--- config.mk ---
export PLATFORM = sky130hd
export DESIGN_NAME = crc_codeword_generator_unit
export DESIGN_NICKNAME = d
export VERILOG_FILES = /design/src/sv/crccg_pkg.sv /design/src/sv/crccg_front.sv /design/src/sv/crccg_queue.sv /design/src/sv/crccg_back.sv /design/src/sv/crc_codeword_generator_unit.sv
export SDC_FILE = /design/constraint.sdc
export NUM_CORES = 1
export LEC_CHECK = 0
export ABC_AREA = 1
export BUFFER_PORTS_ARGS = -buffer_cell sky130_fd_sc_hd__buf_2
export CAP_MARGIN = 30
export CORE_MARGIN = 2
export CORE_UTILIZATION = 29
export DETAILED_ROUTE_END_ITERATION = 10
export PLACE_DENSITY = 0.53
export SETUP_SLACK_MARGIN = 0.2
export SLEW_MARGIN = 20
export SYNTH_ARGS = -nofsm -noshare
export SYNTH_HDL_FRONTEND = slang
export SYNTH_SLANG_ARGS = --single-unit
--- constraint.sdc ---
create_clock -name clk -period 3.6 [get_ports clk]
set_input_delay 0.18 -clock clk [delete_from_list [all_inputs] [get_ports clk]]
set_output_delay 0.18 -clock clk [all_outputs]
set_load 0.05 [all_outputs]
--- src/sv/crccg_pkg.sv ---
// Shared constants, types and helpers of the CRC codeword generator.
package crccg_pkg;

    localparam int MAX_DEGREE  = 32;
    localparam int DEG_W       = $clog2(MAX_DEGREE + 1) < 6 ? 6 : $clog2(MAX_DEGREE + 1);
    localparam int BITIDX_W    = $clog2(MAX_DEGREE);
    localparam int QUEUE_DEPTH = 4;
    localparam int QPTR_W      = $clog2(QUEUE_DEPTH);
    localparam int QCNT_W      = $clog2(QUEUE_DEPTH + 1);

    localparam int CFG_ADDR_W = 1;
    localparam int CFG_DATA_W = 32;

    localparam logic [CFG_ADDR_W-1:0] REG_CRC_DEGREE     = 1'b0;
    localparam logic [CFG_ADDR_W-1:0] REG_GENERATOR_TAPS = 1'b1;

    localparam logic [DEG_W-1:0] DEGREE_RESET = DEG_W'(8);
    localparam logic [31:0]      TAPS_RESET   = 32'd7;

    // One word handed from the front to the back.
    typedef struct packed {
        logic                  msg_bit;
        logic                  msg_last;
        logic [MAX_DEGREE-1:0] rem;
        logic [DEG_W-1:0]      deg;
    } crccg_entry_t;

    // Clamp the programmed degree into 1..MAX_DEGREE.
    function automatic logic [DEG_W-1:0] eff_degree(input logic [DEG_W-1:0] deg);
        logic [DEG_W-1:0] d;
        d = deg;
        if (d == '0)
            d = DEG_W'(1);
        else if (d > DEG_W'(MAX_DEGREE))
            d = DEG_W'(MAX_DEGREE);
        return d;
    endfunction

    // Ones in the low d bit positions.
    function automatic logic [MAX_DEGREE-1:0] degree_mask(input logic [DEG_W-1:0] d);
        logic [MAX_DEGREE-1:0] m;
        for (int k = 0; k < MAX_DEGREE; k++)
            m[k] = (DEG_W'(k) < d);
        return m;
    endfunction

endpackage

--- src/sv/crccg_front.sv ---
// Front end: configuration registers, input acceptance and LFSR remainder update.
module crccg_front
    import crccg_pkg::*;
(
    input  logic                  clk,
    input  logic                  rst_n,
    input  logic                  cfg_we,
    input  logic [CFG_ADDR_W-1:0] cfg_addr,
    input  logic [CFG_DATA_W-1:0] cfg_wdata,
    input  logic                  in_valid,
    input  logic                  in_bit,
    input  logic                  in_last,
    output logic                  in_ready,
    input  logic                  q_full,
    output logic                  push,
    output crccg_entry_t          push_entry
);

    logic [DEG_W-1:0]      crc_degree_reg;
    logic [MAX_DEGREE-1:0] generator_taps_reg;
    logic [MAX_DEGREE-1:0] rem_reg;
    logic [MAX_DEGREE-1:0] rem_next;
    logic [MAX_DEGREE-1:0] upd_rem;
    logic [MAX_DEGREE-1:0] mask;
    logic [MAX_DEGREE-1:0] rem_m;
    logic [DEG_W-1:0]      d;
    logic [DEG_W-1:0]      d_m1;
    logic                  fb;

    // Configuration writes
    always_ff @(posedge clk or negedge rst_n)
    begin
        if (!rst_n)
        begin
            crc_degree_reg     <= DEGREE_RESET;
            generator_taps_reg <= MAX_DEGREE'(TAPS_RESET);
        end
        else if (cfg_we)
        begin
            case (cfg_addr)
                REG_CRC_DEGREE:     crc_degree_reg     <= cfg_wdata[DEG_W-1:0];
                REG_GENERATOR_TAPS: generator_taps_reg <= cfg_wdata[MAX_DEGREE-1:0];
                default:            ;
            endcase
        end
    end

    assign in_ready = !q_full;
    assign push     = in_valid && in_ready;

    always_comb
    begin
        d       = eff_degree(crc_degree_reg);
        d_m1    = d - DEG_W'(1);
        mask    = degree_mask(d);
        rem_m   = rem_reg & mask;
        fb      = in_bit ^ rem_m[d_m1[BITIDX_W-1:0]];
        upd_rem = (rem_m << 1) & mask;
        if (fb)
            upd_rem = upd_rem ^ (generator_taps_reg & mask);

        rem_next = rem_reg;
        if (push)
            rem_next = in_last ? '0 : upd_rem;

        push_entry.msg_bit  = in_bit;
        push_entry.msg_last = in_last;
        push_entry.rem      = upd_rem;
        push_entry.deg      = d;
    end

    always_ff @(posedge clk or negedge rst_n)
    begin
        if (!rst_n)
            rem_reg <= '0;
        else
            rem_reg <= rem_next;
    end

endmodule

--- src/sv/crccg_queue.sv ---
// Short FIFO that decouples the front end from the serializer.
module crccg_queue
    import crccg_pkg::*;
(
    input  logic         clk,
    input  logic         rst_n,
    input  logic         push,
    input  crccg_entry_t push_entry,
    output logic         full,
    input  logic         pop,
    output logic         not_empty,
    output crccg_entry_t head
);

    crccg_entry_t      slots [QUEUE_DEPTH];
    logic [QPTR_W-1:0] wr_ptr_reg;
    logic [QPTR_W-1:0] wr_ptr_next;
    logic [QPTR_W-1:0] rd_ptr_reg;
    logic [QPTR_W-1:0] rd_ptr_next;
    logic [QCNT_W-1:0] cnt_reg;
    logic [QCNT_W-1:0] cnt_next;

    assign full      = (cnt_reg == QCNT_W'(QUEUE_DEPTH));
    assign not_empty = (cnt_reg != '0);
    assign head      = slots[rd_ptr_reg];

    always_comb
    begin
        wr_ptr_next = push ? wr_ptr_reg + QPTR_W'(1) : wr_ptr_reg;
        rd_ptr_next = pop  ? rd_ptr_reg + QPTR_W'(1) : rd_ptr_reg;
        cnt_next    = cnt_reg;
        if (push && !pop)
            cnt_next = cnt_reg + QCNT_W'(1);
        else if (pop && !push)
            cnt_next = cnt_reg - QCNT_W'(1);
    end

    always_ff @(posedge clk)
    begin
        if (push)
            slots[wr_ptr_reg] <= push_entry;
    end

    always_ff @(posedge clk or negedge rst_n)
    begin
        if (!rst_n)
        begin
            wr_ptr_reg <= '0;
            rd_ptr_reg <= '0;
            cnt_reg    <= '0;
        end
        else
        begin
            wr_ptr_reg <= wr_ptr_next;
            rd_ptr_reg <= rd_ptr_next;
            cnt_reg    <= cnt_next;
        end
    end

endmodule

--- src/sv/crccg_back.sv ---
// Back end: echo message bits, shift out check bits, hold the output register.
module crccg_back
    import crccg_pkg::*;
(
    input  logic         clk,
    input  logic         rst_n,
    input  logic         q_not_empty,
    input  crccg_entry_t head,
    output logic         pop,
    output logic         out_valid,
    output logic         out_bit,
    output logic         out_chk,
    output logic         out_last,
    input  logic         out_ready
);

    logic                  out_valid_reg;
    logic                  out_valid_next;
    logic                  out_bit_reg;
    logic                  out_bit_next;
    logic                  out_chk_reg;
    logic                  out_chk_next;
    logic                  out_last_reg;
    logic                  out_last_next;
    logic [DEG_W-1:0]      chk_cnt_reg;
    logic [DEG_W-1:0]      chk_cnt_next;
    logic [MAX_DEGREE-1:0] chk_sr_reg;
    logic [MAX_DEGREE-1:0] chk_sr_next;
    logic [DEG_W-1:0]      idx;
    logic                  load;

    assign load = !out_valid_reg || out_ready;

    always_comb
    begin
        out_valid_next = out_valid_reg;
        out_bit_next   = out_bit_reg;
        out_chk_next   = out_chk_reg;
        out_last_next  = out_last_reg;
        chk_cnt_next   = chk_cnt_reg;
        chk_sr_next    = chk_sr_reg;
        pop            = 1'b0;
        idx            = chk_cnt_reg - DEG_W'(1);

        if (load)
        begin
            if (chk_cnt_reg != '0)
            begin
                // check bits go out most significant first
                out_valid_next = 1'b1;
                out_bit_next   = chk_sr_reg[idx[BITIDX_W-1:0]];
                out_chk_next   = 1'b1;
                out_last_next  = (chk_cnt_reg == DEG_W'(1));
                chk_cnt_next   = idx;
            end
            else if (q_not_empty)
            begin
                pop            = 1'b1;
                out_valid_next = 1'b1;
                out_bit_next   = head.msg_bit;
                out_chk_next   = 1'b0;
                out_last_next  = 1'b0;
                if (head.msg_last)
                begin
                    chk_cnt_next = head.deg;
                    chk_sr_next  = head.rem;
                end
            end
            else
            begin
                out_valid_next = 1'b0;
            end
        end
    end

    always_ff @(posedge clk or negedge rst_n)
    begin
        if (!rst_n)
        begin
            out_valid_reg <= 1'b0;
            chk_cnt_reg   <= '0;
        end
        else
        begin
            out_valid_reg <= out_valid_next;
            chk_cnt_reg   <= chk_cnt_next;
        end
    end

    always_ff @(posedge clk)
    begin
        out_bit_reg  <= out_bit_next;
        out_chk_reg  <= out_chk_next;
        out_last_reg <= out_last_next;
        chk_sr_reg   <= chk_sr_next;
    end

    assign out_valid = out_valid_reg;
    assign out_bit   = out_bit_reg;
    assign out_chk   = out_chk_reg;
    assign out_last  = out_last_reg;

endmodule

--- src/sv/crc_codeword_generator_unit.sv ---
// Top level of the bit-serial CRC codeword generator with programmable generator.
//
//  channel  | direction | handshake         | payload
//  ---------+-----------+-------------------+------------------------------------------
//  s_*      | in        | s_tvalid/s_tready | s_tdata[0] msg_bit, s_tlast msg_last
//  m_*      | out       | m_tvalid/m_tready | m_tdata[0] code_bit, m_tuser is_check_bit,
//           |           |                   | m_tlast code_last
//  cfg_*    | in        | cfg_we            | cfg_addr register index, cfg_wdata value
//
// Flow: the front takes one message bit per cycle while the queue has room and
// updates the remainder in the same cycle; the serializer sends one word per cycle
// while m_tready is high, so a message of n bits leaves as n + d words (d = effective
// degree), and the front runs ahead by up to four words held in the queue before it stalls.
// Each input word passes through a queue slot and then the output register.
// Reset clears the remainder, the queue and the output register; degree resets
// to 8 and taps to 7. A stall on m_tready holds the output word and backs up
// through the queue to s_tready. The back also pops nothing while it shifts out
// check bits, so more than four message bits offered behind a last bit drop s_tready.
module crc_codeword_generator_unit
    import crccg_pkg::*;
(
    input  logic                  clk,
    input  logic                  rst_n,
    input  logic                  cfg_we,
    input  logic [CFG_ADDR_W-1:0] cfg_addr,
    input  logic [CFG_DATA_W-1:0] cfg_wdata,
    input  logic                  s_tvalid,
    output logic                  s_tready,
    input  logic [7:0]            s_tdata,   // [0] msg_bit, [7:1] zero
    input  logic                  s_tlast,
    output logic                  m_tvalid,
    input  logic                  m_tready,
    output logic [7:0]            m_tdata,   // [0] code_bit, [7:1] zero
    output logic                  m_tuser,   // [0] is_check_bit
    output logic                  m_tlast
);

    logic         push;
    crccg_entry_t push_entry;
    logic         q_full;
    logic         q_pop;
    logic         q_not_empty;
    crccg_entry_t q_head;
    logic         out_bit;

    // Front: accept message bits and advance the remainder
    crccg_front u_front (
        .clk        (clk),
        .rst_n      (rst_n),
        .cfg_we     (cfg_we),
        .cfg_addr   (cfg_addr),
        .cfg_wdata  (cfg_wdata),
        .in_valid   (s_tvalid),
        .in_bit     (s_tdata[0]),
        .in_last    (s_tlast),
        .in_ready   (s_tready),
        .q_full     (q_full),
        .push       (push),
        .push_entry (push_entry)
    );

    // Queue: hold words until the serializer is free
    crccg_queue u_queue (
        .clk        (clk),
        .rst_n      (rst_n),
        .push       (push),
        .push_entry (push_entry),
        .full       (q_full),
        .pop        (q_pop),
        .not_empty  (q_not_empty),
        .head       (q_head)
    );

    // Back: echo each bit, then drain the check bits after the last one
    crccg_back u_back (
        .clk         (clk),
        .rst_n       (rst_n),
        .q_not_empty (q_not_empty),
        .head        (q_head),
        .pop         (q_pop),
        .out_valid   (m_tvalid),
        .out_bit     (out_bit),
        .out_chk     (m_tuser),
        .out_last    (m_tlast),
        .out_ready   (m_tready)
    );

    assign m_tdata = {7'b0, out_bit};

endmodule

==> results of run 1 <==
==> synthesized netlist by cell type, types with 2 or more instances <==
library cell | number | area share, %
sky130_fd_sc_hd__nor3_1 | 3 | 0.12
sky130_fd_sc_hd__nor2_1 | 155 | 4.5
sky130_fd_sc_hd__mux2i_1 | 3 | 0.23
sky130_fd_sc_hd__a22oi_1 | 2 | 0.12
sky130_fd_sc_hd__nand2_1 | 235 | 6.9
sky130_fd_sc_hd__o21ai_0 | 124 | 4.8
sky130_fd_sc_hd__o32ai_1 | 5 | 0.34
sky130_fd_sc_hd__nand2_2 | 6 | 0.29
sky130_fd_sc_hd__buf_2 | 10 | 0.39
sky130_fd_sc_hd__nor2_2 | 4 | 0.20
sky130_fd_sc_hd__nand3_1 | 108 | 4.2
sky130_fd_sc_hd__o22ai_1 | 39 | 1.9
sky130_fd_sc_hd__dfstp_2 | 4 | 0.82
sky130_fd_sc_hd__xnor2_1 | 14 | 0.96
sky130_fd_sc_hd__dfrtp_1 | 80 | 16
sky130_fd_sc_hd__clkbuf_1 | 44 | 1.3
sky130_fd_sc_hd__and2_1 | 31 | 1.5
sky130_fd_sc_hd__a21oi_1 | 19 | 0.74
sky130_fd_sc_hd__inv_1 | 87 | 2.5
sky130_fd_sc_hd__buf_4 | 15 | 0.88
sky130_fd_sc_hd__nand3_2 | 2 | 0.16
sky130_fd_sc_hd__edfxtp_1 | 195 | 46
sky130_fd_sc_hd__mux2_2 | 22 | 1.9
sky130_fd_sc_hd__nand4_1 | 9 | 0.44
sky130_fd_sc_hd__ha_1 | 8 | 0.78
sky130_fd_sc_hd__and3_1 | 2 | 0.098
sky130_fd_sc_hd__o221ai_1 | 3 | 0.21
sky130_fd_sc_hd__xor2_1 | 20 | 1.4
sky130_fd_sc_hd__o211ai_1 | 4 | 0.23
==> logic make-up (layout without fill, tap and decap cells) <==
family,count (synthesis),after routing
flip-flops,279,279
XOR/XNOR,34,34
adder cells (fa/ha/maj),9,9
multiplexers,25,25
AO/OA/AOI/OAI,202,202
AND/OR/NAND/NOR,555,555
other,1,7
buffers and inverters,157,263
==> critical path, cell delays in order (launching register included) <==
cell and delay [ps]:
sky130_fd_sc_hd__dfrtp_1 380, sky130_fd_sc_hd__nor2_2 190, sky130_fd_sc_hd__nand3_2 130, sky130_fd_sc_hd__a21oi_4 160
sky130_fd_sc_hd__ha_1 240, sky130_fd_sc_hd__nor2_1 90, sky130_fd_sc_hd__nand3_1 110, sky130_fd_sc_hd__nand2_1 100
sky130_fd_sc_hd__nor2_2 180, sky130_fd_sc_hd__nand2_1 70, sky130_fd_sc_hd__nand3_1 100, sky130_fd_sc_hd__nand3_1 80
sky130_fd_sc_hd__nand3_1 90, sky130_fd_sc_hd__nand3_1 170, sky130_fd_sc_hd__nand2_1 120, sky130_fd_sc_hd__nand2_2 90
sky130_fd_sc_hd__nand2_2 110, sky130_fd_sc_hd__buf_12 170, sky130_fd_sc_hd__nand2_1 80, sky130_fd_sc_hd__and2_1 210
==> through the flow <==
step | power (W) | utilization, %
3_5_place_dp | 0.00961 | 31.5
3_3_place_gp | 0.00951 | 31.5
6_report | 0.0127 | 34.7
5_1_grt | 0.0136 | 34.7
4_1_cts | 0.0128 | 34.7
2_1_floorplan | 0.00811 | -
==> cell usage in the layout (no fill, tap or decap), drive strengths merged <==
master / netlist / final
a31oi: 1 / 1
fa: 1 / 1
xor2: 20 / 20
o22ai: 39 / 39
mux2: 22 / 22
a21boi: 1 / 1
o221ai: 3 / 3
nor3: 3 / 3
clkinvlp: 0 / 2
o32ai: 5 / 5
dlygate4sd3: 0 / 36
a21oi: 20 / 20
edfxtp: 195 / 195
nor2: 159 / 159
dfrtp: 80 / 80
clkbuf: 44 / 40
dfstp: 4 / 4
a32oi: 1 / 1
nand4: 9 / 9
inv: 87 / 91
o211ai: 4 / 4
and2: 31 / 31
o21ai: 126 / 126
clkinv: 1 / 8
ha: 8 / 8
and3: 2 / 2
mux2i: 3 / 3
conb: 1 / 7
xnor2: 14 / 14
nand3: 110 / 110
a22oi: 2 / 2
nand2: 241 / 241
bufinv: 0 / 4
buf: 25 / 82
==> worst min-delay path by stage <==
stage / start / endpoint / slack [ps] / depth (start not counted)
floorplan: rst_n / u_back.chk_cnt_reg[0] / -120 / 0
global placement: rst_n / u_back.out_valid / 170 / 1
detailed placement: rst_n / u_back.out_valid / 180 / 1
CTS: s_tvalid / u_queue.wr_ptr_reg[0] / 80 / 3
global route: s_tvalid / u_queue.wr_ptr_reg[0] / 110 / 3
finish: s_tvalid / u_queue.wr_ptr_reg[0] / 100 / 3
==> what timing repair did <==
item	CTS	global route
hold buffers	36	0
gates resized for setup	0	2
hold endpoints to repair	77	0
setup endpoints to repair	0	104
==> layer usage <==
metal / vias up / track usage, % / wire length (µm)
met3: 47 / 1.84 / 1330
met5: - / 0 / 0
li1: 4477 / - / -
met4: 0 / 3.31 / 649
met2: 210 / 23.1 / 14900
met1: 4340 / 18.4 / 14500
==> power groups by stage <==
stage	clock, W	combinational (W)	sequential, W
after floorplan	0	0.00306	0.00505
after global placement	0	0.00439	0.00511
after detailed placement	0	0.00449	0.00512
after CTS	0.00325	0.00452	0.00507
after global routing	0.00337	0.00508	0.00515
final	0.00316	0.00447	0.00507
==> layout make-up <==
| class | count | area (µm²) | area share [%] |
|---|---|---|---|
| clock buffers | 40 | 820 | 5.38 |
| clock inverters | 17 | 199 | 1.31 |
| inverters | 88 | 330 | 2.17 |
| multi-input cells | 832 | 4250 | 27.9 |
| flip-flops and latches | 279 | 7960 | 52.3 |
| well taps | 592 | 741 | 4.86 |
| repair buffers | 118 | 918 | 6.03 |
==> reports/qor.json, run 1 <==
{
  "first_pass_grt_wire_length": {"value": 50000, "unit": "µm"},
  "synth_top_family_by_area": {"value": "simple AND/OR/NAND/NOR gates"},
  "timing.final.ws_setup": {"value": 417, "unit": "ps"},
  "post_synth_xor_area_fraction": {"value": 2.32, "unit": "%"},
  "cts.clk_slew.worst_paths": {"value": 60, "unit": "ps"},
  "floorplan.initialDensity": {"value": 29.2, "unit": "%"},
  "num_rows": {"value": 77},
  "detailedPlace.worstSlack": {"value": 387, "unit": "ps"},
  "setup.reg_to_reg.worst_slack": {"value": 420, "unit": "ps"},
  "core_area": {"value": 43900, "unit": "µm²"},
  "viasPerCell": {"value": 4.62},
  "timing.final.hold_violations": {"value": 0},
  "ys_async_sr_fraction": {"value": 30.1, "unit": "%"},
  "timing.critical_path.to": {"value": "u_queue.slots[3][24]"},
  "antenna_found_initial": {"value": 0},
  "remaining_drc_errors": {"value": 0},
  "routed-via-count": {"value": 9074},
  "ys.flop_type": {"value": "sky130_fd_sc_hd__edfxtp_1"},
  "timing.final.max_slew_violations": {"value": 0},
  "fin_crit_sh": {"value": 88.4, "unit": "%"},
  "holdCritPathClass": {"value": "in2reg"},
  "final_cell_count_no_fill": {"value": 1966},
  "synth_adder_area_share": {"value": 0.938, "unit": "%"},
  "worstSetupPathType": {"value": "reg2reg"},
  "largest_register_ff_count": {"value": 160},
  "timing.rr.start": {"value": "u_front.crc_degree_reg[4]"},
  "overflow": {"value": 0},
  "p_per_area": {"value": 834, "unit": "nW/µm²"},
  "layout-area-overhead-vs-synth": {"value": 18.8, "unit": "%"},
  "vdd_drop_max": {"value": 0.000373, "unit": "V"},
  "first_pass_iters": {"value": 5},
  "cp.arrival": {"value": 3460, "unit": "ps"},
  "yosys_warnings": {"value": 0},
  "grtUsageTotal": {"value": 13.6, "unit": "%"},
  "syn_avg_cell_area": {"value": 10.2, "unit": "µm²"},
  "synthesis.instances": {"value": 1262},
  "netlist-cell-type-count": {"value": 38},
  "place_area": {"value": 13800, "unit": "µm²"},
  "die-area": {"value": 45900, "unit": "µm²"},
  "drive_above_1_share": {"value": 13.1, "unit": "%"},
  "totalNegativeSetupSlack": {"value": 0, "unit": "ps"},
  "clock_tree.buffer_depth": {"value": 3},
  "minimum_clock_period_after_layout": {"value": 3180, "unit": "ps"},
  "clk-insertion-delay-late": {"value": 560, "unit": "ps"},
  "hpwlAfterDp": {"value": 20100, "unit": "µm"},
  "max_clock_freq": {"value": 314, "unit": "MHz"},
  "tightest_slew": {"value": 836, "unit": "ps"},
  "stdcell_area": {"value": 15200, "unit": "µm²"},
  "share_clk_of_total_power": {"value": 24.9, "unit": "%"},
  "routed_wire_length_per_instance": {"value": 16.0, "unit": "µm"},
  "cts_made_buffers": {"value": 31},
  "seq_power_share": {"value": 39.9, "unit": "%"},
  "io_pins": {"value": 59},
  "postSynthRegisterBits": {"value": 279},
  "syn-cell-area": {"value": 12800, "unit": "µm²"},
  "cts.sinks": {"value": 279},
  "synth_seq_area_share": {"value": 62.1, "unit": "%"},
  "n_fill_cell": {"value": 4450},
  "leakagePower": {"value": 6.05, "unit": "nW"},
  "outcome": {"value": "complete, no violations"},
  "die-width": {"value": 214, "unit": "µm"},
  "cp_max_fo": {"value": 23},
  "whs": {"value": 103, "unit": "ps"},
  "tritoncts": {"value": "built"},
  "postCtsSetupRepairBufs": {"value": 0},
  "critPathRequiredTime": {"value": 3870, "unit": "ps"},
  "fin_worst_skew": {"value": 25.7, "unit": "ps"},
  "simple_logic_cell_fraction_of_the_synthesized_area": {"value": 18.5, "unit": "%"},
  "biggest_register": {"value": "u_queue.slots"},
  "grt_max_degree": {"value": 80},
  "synth-compound-area-share": {"value": 8.80, "unit": "%"},
  "nNetsFinal": {"value": 1406},
  "synth_edf_count": {"value": 195},
  "worst-r2r-cell-count": {"value": 19},
  "final_ant_viol_nets": {"value": 0},
  "worstReg2RegEnd": {"value": "u_queue.slots[3][24]"},
  "critPathLaunchType": {"value": "flip-flop"},
  "internal_cell_power": {"value": 0.00803, "unit": "W"},
  "place.gp.congestion": {"value": 0.892},
  "rsz0062_at_grt": {"value": "no"},
  "fp.dieH": {"value": 214, "unit": "µm"},
  "cts.htree.levels": {"value": 1},
  "maxSlewHeadroom": {"value": 44.3, "unit": "%"},
  "synth_mux_area_share": {"value": 2.17, "unit": "%"},
  "first_iteration_detailed_routing_drc_count": {"value": 661},
  "wirelength": {"value": 31400, "unit": "µm"},
  "buffer_ports.inserted": {"value": 44},
  "number_of_global_route_vias_before_repair": {"value": 8850},
  "timing.critical_path.from": {"value": "u_front.crc_degree_reg[4]"},
  "worst_setup_path_end_kind": {"value": "flip-flop"},
  "comb_power_share": {"value": 35.2, "unit": "%"},
  "placedCellCount": {"value": 1873},
  "net-switching-power": {"value": 0.00467, "unit": "W"},
  "setup_viol": {"value": 0},
  "max_cap_viol_count": {"value": 0},
  "ctsRootBufferMaster": {"value": "sky130_fd_sc_hd__clkbuf_16"},
  "netSwitchingFraction": {"value": 36.7, "unit": "%"},
  "insertedDiodeCount": {"value": 0}
}
No activity file was read; power rests on OpenSTA's default activity.
==> run 2, diff against run 1 <==
--- a/config.mk
+++ b/config.mk
@@ -16,4 +16,5 @@
 export SLEW_MARGIN = 20
 export SYNTH_ARGS = -nofsm -noshare
 export SYNTH_HDL_FRONTEND = slang
+export SYNTH_HIERARCHICAL = 1
 export SYNTH_SLANG_ARGS = --single-unit
==> reports/qor.json, run 2 <==
{
  "commonest_cells_after_routing_fill_and_taps_aside": {"value": "368 x sky130_fd_sc_hd__nand2_1, 195 x sky130_fd_sc_hd__edfxtp_1, 182 x sky130_fd_sc_hd__nand3_1, 181 x sky130_fd_sc_hd__inv_1, 77 x sky130_fd_sc_hd__dfrtp_1"},
  "antenna_found_initial": {"value": 0, "change": "unchanged"},
  "placedCellCount": {"value": 2044, "change": "+9.1%"},
  "wirelength": {"value": 33100, "unit": "µm", "change": "+5.4%"},
  "first_pass_iters": {"value": 5, "change": "unchanged"},
  "clk-insertion-delay-late": {"value": 590, "unit": "ps", "change": "+30 ps"},
  "routed_wire_length_per_instance": {"value": 15.5, "unit": "µm", "change": "-3.2%"},
  "detailedPlace.worstSlack": {"value": 294, "unit": "ps", "change": "-93.6 ps"},
  "number_of_global_route_vias_before_repair": {"value": 9501, "change": "+7.4%"},
  "netlist_top_cells_count": {"value": "368 x sky130_fd_sc_hd__nand2_1, 195 x sky130_fd_sc_hd__edfxtp_1, 187 x sky130_fd_sc_hd__inv_1"},
  "grt_max_degree": {"value": 121, "change": "+51%"},
  "place.gp.congestion": {"value": 0.882, "change": "-1.2%"},
  "ys_async_sr_fraction": {"value": 30.1, "unit": "%", "change": "unchanged"},
  "minimum_clock_period_after_layout": {"value": 3220, "unit": "ps", "change": "+40.1 ps"},
  "syn_avg_cell_area": {"value": 9.86, "unit": "µm²", "change": "-2.8%"},
  "ctsRootBufferMaster": {"value": "sky130_fd_sc_hd__clkbuf_16"},
  "yosysTopAreaCellShare": {"value": 41.9, "unit": "%", "change": "-3.8 points"},
  "timing.critical_path.cells": {"value": "nor2_2 -> nand3_1 -> nand2_1 -> nand2_1 -> inv_1 -> ha_1 -> inv_2 -> nand2_1 -> nor2_2 -> nor2_1 -> nand3_1 -> nand2_1 -> nand3_1 -> nand3_1 -> nand3_2 -> nand2_2 -> nand2_2 -> buf_12 -> nand3_1 -> and2_2"},
  "tightest_slew": {"value": 804, "unit": "ps", "change": "-31.3 ps"},
  "synth_top_cells_by_area": {"value": "sky130_fd_sc_hd__edfxtp_1 42%, sky130_fd_sc_hd__dfrtp_1 14%, sky130_fd_sc_hd__nand2_1 9.9%"},
  "netlist.top_cell.by_area": {"value": "sky130_fd_sc_hd__edfxtp_1"},
  "io_pins": {"value": 59, "change": "unchanged"},
  "leakagePower": {"value": 7.05, "unit": "nW", "change": "+17%"},
  "grtUsageTotal": {"value": 13.2, "unit": "%", "change": "-0.36 points"},
  "critPathRequiredTime": {"value": 3920, "unit": "ps", "change": "+50 ps"},
  "cts.htree.levels": {"value": 1, "change": "unchanged"},
  "final_cell_count_no_fill": {"value": 2139, "change": "+8.8%"},
  "floorplan.initialDensity": {"value": 29.3, "unit": "%", "change": "+0.15 points"},
  "outcome": {"value": "complete, no violations"},
  "insertedDiodeCount": {"value": 0, "change": "unchanged"},
  "internal_cell_power": {"value": 0.00850, "unit": "W", "change": "+5.9%"},
  "core_area": {"value": 47600, "unit": "µm²", "change": "+8.5%"},
  "netSwitchingFraction": {"value": 37.3, "unit": "%", "change": "+0.59 points"},
  "cts_made_buffers": {"value": 30, "change": "-3.2%"},
  "first_iteration_detailed_routing_drc_count": {"value": 702, "change": "+6.2%"},
  "cp_slowest_stage_delay": {"value": 530, "unit": "ps", "change": "+150 ps"},
  "holdCritPathClass": {"value": "in2async"},
  "cts.sinks": {"value": 279, "change": "unchanged"},
  "overflow": {"value": 0, "change": "unchanged"},
  "fp.dieH": {"value": 223, "unit": "µm", "change": "+4.3%"},
  "seq_power_share": {"value": 38.0, "unit": "%", "change": "-1.9 points"},
  "remaining_drc_errors": {"value": 0, "change": "unchanged"},
  "timing.final.ws_setup": {"value": 377, "unit": "ps", "change": "-40.1 ps"},
  "viasPerCell": {"value": 4.58, "change": "-0.71%"},
  "num_rows": {"value": 80, "change": "+3.9%"},
  "timing.final.max_slew_violations": {"value": 0, "change": "unchanged"},
  "most_frequently_used_cell_type_in_the_post_synthesis_netlist": {"value": "sky130_fd_sc_hd__nand2_1"},
  "timing.final.hold_violations": {"value": 0, "change": "unchanged"},
  "die-width": {"value": 223, "unit": "µm", "change": "+4.3%"},
  "fin_crit_sh": {"value": 89.5, "unit": "%", "change": "+1.1 points"},
  "cp_max_fo": {"value": 18, "change": "-22%"},
  "totalNegativeSetupSlack": {"value": 0, "unit": "ps", "change": "unchanged"},
  "cell_repeated_most_along_the_worst_path": {"value": "sky130_fd_sc_hd__nand3_1"},
  "layout-area-overhead-vs-synth": {"value": 17.5, "unit": "%"},
  "multi_input_area": {"value": 4820, "unit": "µm²", "change": "+13%"},
  "synth_seq_area_share": {"value": 57.0, "unit": "%", "change": "-5.1 points"},
  "maxSlewHeadroom": {"value": 46.2, "unit": "%", "change": "+2.0 points"},
  "cp.arrival": {"value": 3540, "unit": "ps", "change": "+80 ps"},
  "max_clock_freq": {"value": 310, "unit": "MHz", "change": "-1.2%"},
  "ff_latch_area": {"value": 7970, "unit": "µm²", "change": "about the same"},
  "net-switching-power": {"value": 0.00507, "unit": "W", "change": "+8.6%"},
  "ys.flop_type": {"value": "sky130_fd_sc_hd__edfxtp_1"},
  "drive_above_1_share": {"value": 17.4, "unit": "%", "change": "+4.3 points"},
  "whs": {"value": 21.0, "unit": "ps", "change": "-81.8 ps"},
  "biggest_register": {"value": "u_queue/slots"},
  "setup_viol": {"value": 0, "change": "unchanged"},
  "total_power": {"value": 0.0136, "unit": "W", "change": "+6.9%"},
  "routed-via-count": {"value": 9802, "change": "+8.0%"},
  "nNetsFinal": {"value": 1557, "change": "+11%"},
  "most_frequent_standard_cell_in_the_layout_excluding_fill_and_tap_cells": {"value": "sky130_fd_sc_hd__nand2_1"},
  "die-area": {"value": 49900, "unit": "µm²", "change": "+8.8%"},
  "comb_power_share": {"value": 36.5, "unit": "%", "change": "+1.3 points"},
  "yosys_warnings": {"value": 6, "change": "+6"},
  "synth_edf_count": {"value": 195, "change": "unchanged"},
  "worstSetupPathType": {"value": "reg2reg"},
  "clock_tree.buffer_depth": {"value": 3, "change": "unchanged"},
  "first_pass_grt_wire_length": {"value": 52500, "unit": "µm", "change": "+5.1%"},
  "fin_worst_skew": {"value": 23.7, "unit": "ps", "change": "-2.02 ps"},
  "critPathLaunchType": {"value": "flip-flop"},
  "synthesis.instances": {"value": 1416, "change": "+12%"},
  "netlist-cell-type-count": {"value": 40, "change": "+5.3%"},
  "postSynthRegisterBits": {"value": 279, "change": "unchanged"},
  "final_ant_viol_nets": {"value": 0, "change": "unchanged"},
  "cts.clk_slew.worst_paths": {"value": 60, "unit": "ps", "change": "about the same"},
  "largest_register_ff_count": {"value": 160, "change": "unchanged"},
  "rsz0062_at_grt": {"value": "no"},
  "max_cap_viol_count": {"value": 0, "change": "unchanged"},
  "slowest_stage": {"value": "sky130_fd_sc_hd__dfstp_2"},
  "tritoncts": {"value": "built"},
  "share_clk_of_total_power": {"value": 25.5, "unit": "%", "change": "+0.6 points"},
  "buffer_ports.inserted": {"value": 44, "change": "unchanged"},
  "hpwlAfterDp": {"value": 21000, "unit": "µm", "change": "+4.8%"},
  "syn-cell-area": {"value": 14000, "unit": "µm²", "change": "+9.0%"},
  "vdd_drop_max": {"value": 0.000433, "unit": "V", "change": "+16%"},
  "n_fill_cell": {"value": 4764, "change": "+7.1%"},
  "p_per_area": {"value": 827, "unit": "nW/µm²", "change": "-0.84%"},
  "worst_setup_path_end_kind": {"value": "flip-flop"}
}
## run 2: layout make-up
class	count	area share, %
repair buffers	121	5.90
clock buffers	38	4.94
clock inverters	18	1.94
inverters	199	4.58
flip-flops and latches	279	48.6
multi-input cells	869	29.4
well taps	615	4.69
## run 2: stage by stage
stage,instance area [µm²],utilization (%)
2_1_floorplan,14000,-
3_3_place_gp,14800,31.1
3_5_place_dp,14800,31.1
4_1_cts,16300,34.3
5_1_grt,16400,34.4
6_report,16400,34.4
## run 2: cell families after synthesis
family,synth area share (%)
and+or+nand+nor,20.9
DFF,57.0
buffers and inverters,8.97
AOI/OAI and AO/OA,7.70
xor gates and xnor gates,2.45
muxes,2.02
adders and majority gates,0.950
other,0.0268
## run 2: what timing repair did
item | in CTS | in global routing
hold buffers | 36 | 0
setup buffers | 0 | 1
endpoints found under the setup margin | 0 | 129
gates resized for setup | 0 | 20
endpoints found under the hold margin | 108 | 0
## run 2: routing by layer
layer | GRT usage, % | part of all wire [%] | vias up
li1 | - | - | 4841
met1 | 18.2 | 48 | 4676
met2 | 22.0 | 46 | 224
met3 | 1.82 | 3.6 | 61
met4 | 3.35 | 2.4 | 0
met5 | 0 | 0 | -
## run 2: worst max-delay path, delay by kind of cell (launching register included)
| kind | cells | cell delay (ps) |
|---|---|---|
| simple gates | 16 | 1790 |
| flops | 1 | 530 |
| buf+inv | 3 | 410 |
| fa+ha+maj | 1 | 240 |
## run 2: worst paths after layout
kind / to / slack (ps) / depth (start not counted) / from
min reg2reg: u_queue/cnt_reg[2] / 480 / 2 / u_queue/cnt_reg[2]
max in group asynchronous: u_front/generator_taps_reg[2] / 2600 / 4 / rst_n
max reg2reg: u_queue/slots[2][23] / 380 / 20 / u_front/crc_degree_reg[3]
min: u_queue/cnt_reg[2] / 20 / 2 / rst_n
min in group clk: u_front/crc_degree_reg[3] / 90 / 4 / cfg_we
max: u_queue/slots[2][23] / 380 / 20 / u_front/crc_degree_reg[3]
## run 2: power by group through the flow
stage               Clock, W  Combinational (W)  Sequential, W
floorplan                  0            0.00374        0.00503
global placement           0            0.00481        0.00520
detailed placement         0            0.00490        0.00521
CTS                  0.00355            0.00494        0.00515
global route         0.00368            0.00558        0.00524
finish               0.00346            0.00496        0.00515
==> run 3, diff against run 2 <==
--- a/config.mk
+++ b/config.mk
@@ -5,7 +5,7 @@
 export SDC_FILE = /design/constraint.sdc
 export NUM_CORES = 1
 export LEC_CHECK = 0
-export ABC_AREA = 1
+export ABC_AREA = 0
 export BUFFER_PORTS_ARGS = -buffer_cell sky130_fd_sc_hd__buf_2
 export CAP_MARGIN = 30
 export CORE_MARGIN = 2
==> reports/qor.json, run 3 <==
{
  "cp.arrival": {"value": 4140, "unit": "ps", "change": "+600 ps"},
  "number_of_global_route_vias_before_repair": {"value": 9091, "change": "-4.3%"},
  "final_ant_viol_nets": {"value": 0, "change": "unchanged"},
  "yosys_warnings": {"value": 6, "change": "unchanged"},
  "leakagePower": {"value": 6.25, "unit": "nW", "change": "-11%"},
  "syn_avg_cell_area": {"value": 13.4, "unit": "µm²", "change": "+36%"},
  "cell_repeated_most_along_the_worst_path": {"value": "sky130_fd_sc_hd__buf_6"},
  "most_frequent_standard_cell_in_the_layout_excluding_fill_and_tap_cells": {"value": "sky130_fd_sc_hd__edfxtp_1"},
  "timing.final.max_slew_violations": {"value": 0, "change": "unchanged"},
  "commonest_cells_after_routing_fill_and_taps_aside": {"value": "195 x sky130_fd_sc_hd__edfxtp_1, 91 x sky130_fd_sc_hd__buf_4, 78 x sky130_fd_sc_hd__dfrtp_1, 59 x sky130_fd_sc_hd__nand2_1, 45 x sky130_fd_sc_hd__mux4_2"},
  "maxSlewHeadroom": {"value": 51.0, "unit": "%", "change": "+4.7 points"},
  "rsz0062_at_grt": {"value": "yes"},
  "yosysTopAreaCellShare": {"value": 43.2, "unit": "%", "change": "+1.3 points"},
  "critPathLaunchType": {"value": "flip-flop"},
  "timing.final.hold_violations": {"value": 0, "change": "unchanged"},
  "ctsRootBufferMaster": {"value": "sky130_fd_sc_hd__clkbuf_16"},
  "synthesis.instances": {"value": 1011, "change": "-29%"},
  "timing.final.ws_setup": {"value": -201, "unit": "ps", "change": "-578 ps"},
  "max_clock_freq": {"value": 263, "unit": "MHz", "change": "-15%"},
  "cp_max_fo": {"value": 7, "change": "-11"},
  "synth_mux_area_share": {"value": 11.9, "unit": "%", "change": "+9.9 points"},
  "ys_async_sr_fraction": {"value": 30.1, "unit": "%", "change": "unchanged"},
  "worst_setup_path_end_kind": {"value": "flip-flop"},
  "synth_top_cells_by_area": {"value": "sky130_fd_sc_hd__edfxtp_1 43%, sky130_fd_sc_hd__dfrtp_1 15%, sky130_fd_sc_hd__mux4_2 7.3%"},
  "hold_path_depth": {"value": 3},
  "cp_slowest_stage_delay": {"value": 560, "unit": "ps", "change": "+30 ps"},
  "p_per_area": {"value": 795, "unit": "nW/µm²", "change": "-3.9%"},
  "slowest_stage": {"value": "sky130_fd_sc_hd__or4_4"},
  "synth_seq_area_share": {"value": 58.8, "unit": "%", "change": "+1.7 points"},
  "netlist-cell-type-count": {"value": 87, "change": "+120%"},
  "netlist_top_cells_count": {"value": "195 x sky130_fd_sc_hd__edfxtp_1, 80 x sky130_fd_sc_hd__dfrtp_1, 61 x sky130_fd_sc_hd__nand2_1"},
  "outcome": {"value": "finished with violations"},
  "remaining_drc_errors": {"value": 0, "change": "unchanged"},
  "largest_register_ff_count": {"value": 160, "change": "unchanged"},
  "num_rows": {"value": 79, "change": "-1.3%"},
  "setup_viol": {"value": 150, "change": "+150"},
  "worstSetupPathType": {"value": "reg2reg"},
  "clock_tree.buffer_depth": {"value": 3, "change": "unchanged"},
  "hold_path_start": {"value": "cfg_addr"},
  "place.gp.congestion": {"value": 0.876, "change": "-0.68%"},
  "wirelength": {"value": 35700, "unit": "µm", "change": "+7.9%"},
  "fin_crit_sh": {"value": 106, "unit": "%", "change": "+16 points"},
  "cts.htree.levels": {"value": 1, "change": "unchanged"},
  "post_synth_xor_area_fraction": {"value": 1.03, "unit": "%", "change": "-1.4 points"},
  "detailedPlace.worstSlack": {"value": -344, "unit": "ps", "change": "-638 ps"},
  "grtUsageTotal": {"value": 14.8, "unit": "%", "change": "+1.5 points"},
  "first_iteration_detailed_routing_drc_count": {"value": 659, "change": "-6.1%"},
  "nNetsFinal": {"value": 1230, "change": "-21%"},
  "setup.reg_to_reg.worst_slack": {"value": -200, "unit": "ps", "change": "-580 ps"},
  "worstReg2RegEnd": {"value": "u_queue/slots[2][7]"},
  "cp_top_family": {"value": "compound AO/OA/AOI/OAI gates"},
  "timing.rr.start": {"value": "u_front/crc_degree_reg[1]"},
  "whs": {"value": 42.4, "unit": "ps", "change": "+21.4 ps"},
  "vdd_drop_max": {"value": 0.000351, "unit": "V", "change": "-19%"},
  "insertedDiodeCount": {"value": 0, "change": "unchanged"},
  "die-width": {"value": 220, "unit": "µm", "change": "-1.5%"},
  "synth_edf_count": {"value": 195, "change": "unchanged"},
  "timing.critical_path.cells": {"value": "or4_4 -> a21oi_4 -> inv_2 -> ha_4 -> nor2b_4 -> o311ai_1 -> a32o_2 -> a2111o_1 -> a2bb2oi_4 -> buf_6 -> xnor2_4 -> buf_8 -> buf_6 -> and3_4 -> nor2_2 -> buf_6"},
  "drive_above_1_share": {"value": 35.1, "unit": "%", "change": "+18 points"},
  "synth_top_family_by_area": {"value": "multiplexers"},
  "io_pins": {"value": 59, "change": "unchanged"},
  "viasPerCell": {"value": 5.04, "change": "+10%"},
  "cts.clk_slew.worst_paths": {"value": 60, "unit": "ps", "change": "about the same"},
  "grt_max_degree": {"value": 57, "change": "-53%"},
  "core_area": {"value": 46400, "unit": "µm²", "change": "-2.7%"},
  "critPathRequiredTime": {"value": 3940, "unit": "ps", "change": "+20 ps"},
  "floorplan.initialDensity": {"value": 29.2, "unit": "%", "change": "-0.082 points"},
  "routed-via-count": {"value": 9106, "change": "-7.1%"},
  "fp.dieH": {"value": 220, "unit": "µm", "change": "-1.5%"},
  "tritoncts": {"value": "built"},
  "tightest_slew": {"value": 736, "unit": "ps", "change": "-68.7 ps"},
  "first_pass_iters": {"value": 7, "change": "+2"},
  "worst-r2r-cell-count": {"value": 16, "change": "-20%"},
  "violations_in_the_final_reports": {"value": "negative setup slack"},
  "fin_worst_skew": {"value": 13.3, "unit": "ps", "change": "-10.4 ps"},
  "minimum_clock_period_after_layout": {"value": 3800, "unit": "ps", "change": "+578 ps"},
  "holdCritPathClass": {"value": "in2reg"},
  "overflow": {"value": 0, "change": "unchanged"},
  "ys.flop_type": {"value": "sky130_fd_sc_hd__edfxtp_1"},
  "antenna_found_initial": {"value": 0, "change": "unchanged"},
  "routed_wire_length_per_instance": {"value": 19.8, "unit": "µm", "change": "+28%"},
  "stdcell_area": {"value": 17200, "unit": "µm²", "change": "+4.7%"},
  "hpwlAfterDp": {"value": 23700, "unit": "µm", "change": "+13%"},
  "biggest_register": {"value": "u_queue/slots"},
  "worstHoldEndpoint": {"value": "u_front/crc_degree_reg[0]"},
  "buffer_ports.inserted": {"value": 44, "change": "unchanged"},
  "most_frequently_used_cell_type_in_the_post_synthesis_netlist": {"value": "sky130_fd_sc_hd__edfxtp_1"},
  "syn-cell-area": {"value": 13600, "unit": "µm²", "change": "-3.0%"},
  "cp.buffers_inverters": {"value": 5, "change": "+2"},
  "layout-area-overhead-vs-synth": {"value": 26.8, "unit": "%"},
  "simple_logic_cell_fraction_of_the_synthesized_area": {"value": 11.8, "unit": "%", "change": "-9.1 points"},
  "max_cap_viol_count": {"value": 0, "change": "unchanged"},
  "cts.sinks": {"value": 279, "change": "unchanged"},
  "synth_adder_area_share": {"value": 0.979, "unit": "%", "change": "+0.029 points"},
  "cts_made_buffers": {"value": 31, "change": "+3.3%"},
  "total_power": {"value": 0.0137, "unit": "W", "change": "+0.64%"},
  "netlist.top_cell.by_area": {"value": "sky130_fd_sc_hd__edfxtp_1"},
  "synth-compound-area-share": {"value": 10.7, "unit": "%", "change": "+3.0 points"},
  "postSynthRegisterBits": {"value": 279, "change": "unchanged"},
  "clk-insertion-delay-late": {"value": 590, "unit": "ps", "change": "about the same"},
  "place_area": {"value": 15100, "unit": "µm²", "change": "+2.0%"},
  "first_pass_grt_wire_length": {"value": 54600, "unit": "µm", "change": "+4.0%"},
  "die-area": {"value": 48500, "unit": "µm²", "change": "-2.9%"}
}
## run 3: changes by cell type after synthesis, moves of 19 or more
| cell | delta |
|---|---|
| sky130_fd_sc_hd__nand2b_1 | +19 |
| sky130_fd_sc_hd__or3_1 | +22 |
| sky130_fd_sc_hd__inv_1 | -150 |
| sky130_fd_sc_hd__o211ai_1 | -32 |
| sky130_fd_sc_hd__nor4_1 | +20 |
| sky130_fd_sc_hd__o21ai_0 | +32 |
| sky130_fd_sc_hd__a21oi_1 | +38 |
| sky130_fd_sc_hd__o211ai_2 | -40 |
| sky130_fd_sc_hd__and2_1 | -23 |
| sky130_fd_sc_hd__nand3_1 | -136 |
| sky130_fd_sc_hd__mux4_2 | +44 |
| sky130_fd_sc_hd__clkbuf_1 | +19 |
| sky130_fd_sc_hd__nand2_1 | -307 |
## run 3: logic make-up (layout without fill, tap and decap cells)
kind of cell / Yosys count / in the layout
AND/OR/NAND/NOR: 295 / 295
flip-flops: 279 / 279
adder cells (fa/ha/maj): 10 / 10
AO/OA/AOI/OAI: 201 / 201
XOR/XNOR: 13 / 13
other: 1 / 7
multiplexers: 93 / 93
buffers and inverters: 119 / 300
## run 3: repair_timing
item                       CTS  global route
pin swaps                   35             1
gates cloned                 5             0
setup buffers               16             1
hold buffers                35             0
setup endpoints to repair  160           160
gates resized for setup     85            10
hold endpoints to repair    69             0
## run 3: through the flow
step                utilization (%)  instances  TNS (ps)
finish                         37.1       1805    -20420
detailed placement             32.6       1689    -29360
global placement               32.6       1689    -25790
global route                   37.1       1805    -44490
floorplan                         -       1017    -45680
CTS                            36.9       1803    -17890
## run 3: worst max path at each step
| stage | slack (ps) | end | from | depth (start not counted) |
|---|---|---|---|---|
| global route | -360 | u_queue/slots[0][35] | u_front/crc_degree_reg[1] | 17 |
| global placement | -310 | u_queue/slots[0][20] | u_front/crc_degree_reg[1] | 15 |
| floorplan | -340 | u_queue/slots[0][14] | u_front/crc_degree_reg[3] | 16 |
| detailed placement | -340 | u_queue/slots[0][20] | u_front/crc_degree_reg[1] | 15 |
| finish | -200 | u_queue/slots[2][7] | u_front/crc_degree_reg[1] | 16 |
| CTS | -180 | u_queue/slots[1][7] | u_front/crc_degree_reg[1] | 16 |
## run 3: power breakdown
| group | total (W) | internal [W] | switching (W) |
|---|---|---|---|
| sequential | 0.00501 | 0.00450 | 0.000505 |
| clock | 0.00317 | 0.00183 | 0.00134 |
| combinational | 0.00549 | 0.00261 | 0.00287 |
| total | 0.0137 | 0.00894 | 0.00472 |
## run 3: final cells by class
class | instances | area [µm²]
tap | 607 | 759
fill | 4416 | 29200
sequential | 279 | 7970
inverter | 39 | 146
clock buffer | 35 | 801
clock inverter | 23 | 221
timing repair buffer | 203 | 1770
multi-input combinational | 619 | 5520
## run 3: routing by layer
metal,routed length [µm],up-vias,track usage [%]
met4,845,0,4.05
met5,0,-,0
met1,16500,4624,20.7
met3,1570,55,2.36
li1,-,4232,-
met2,16700,195,23.9
## run 3: worst min-delay path: stages
cell                      delay, ps
sky130_fd_sc_hd__buf_2           90
sky130_fd_sc_hd__nor2b_1        130
sky130_fd_sc_hd__o21ai_0        180
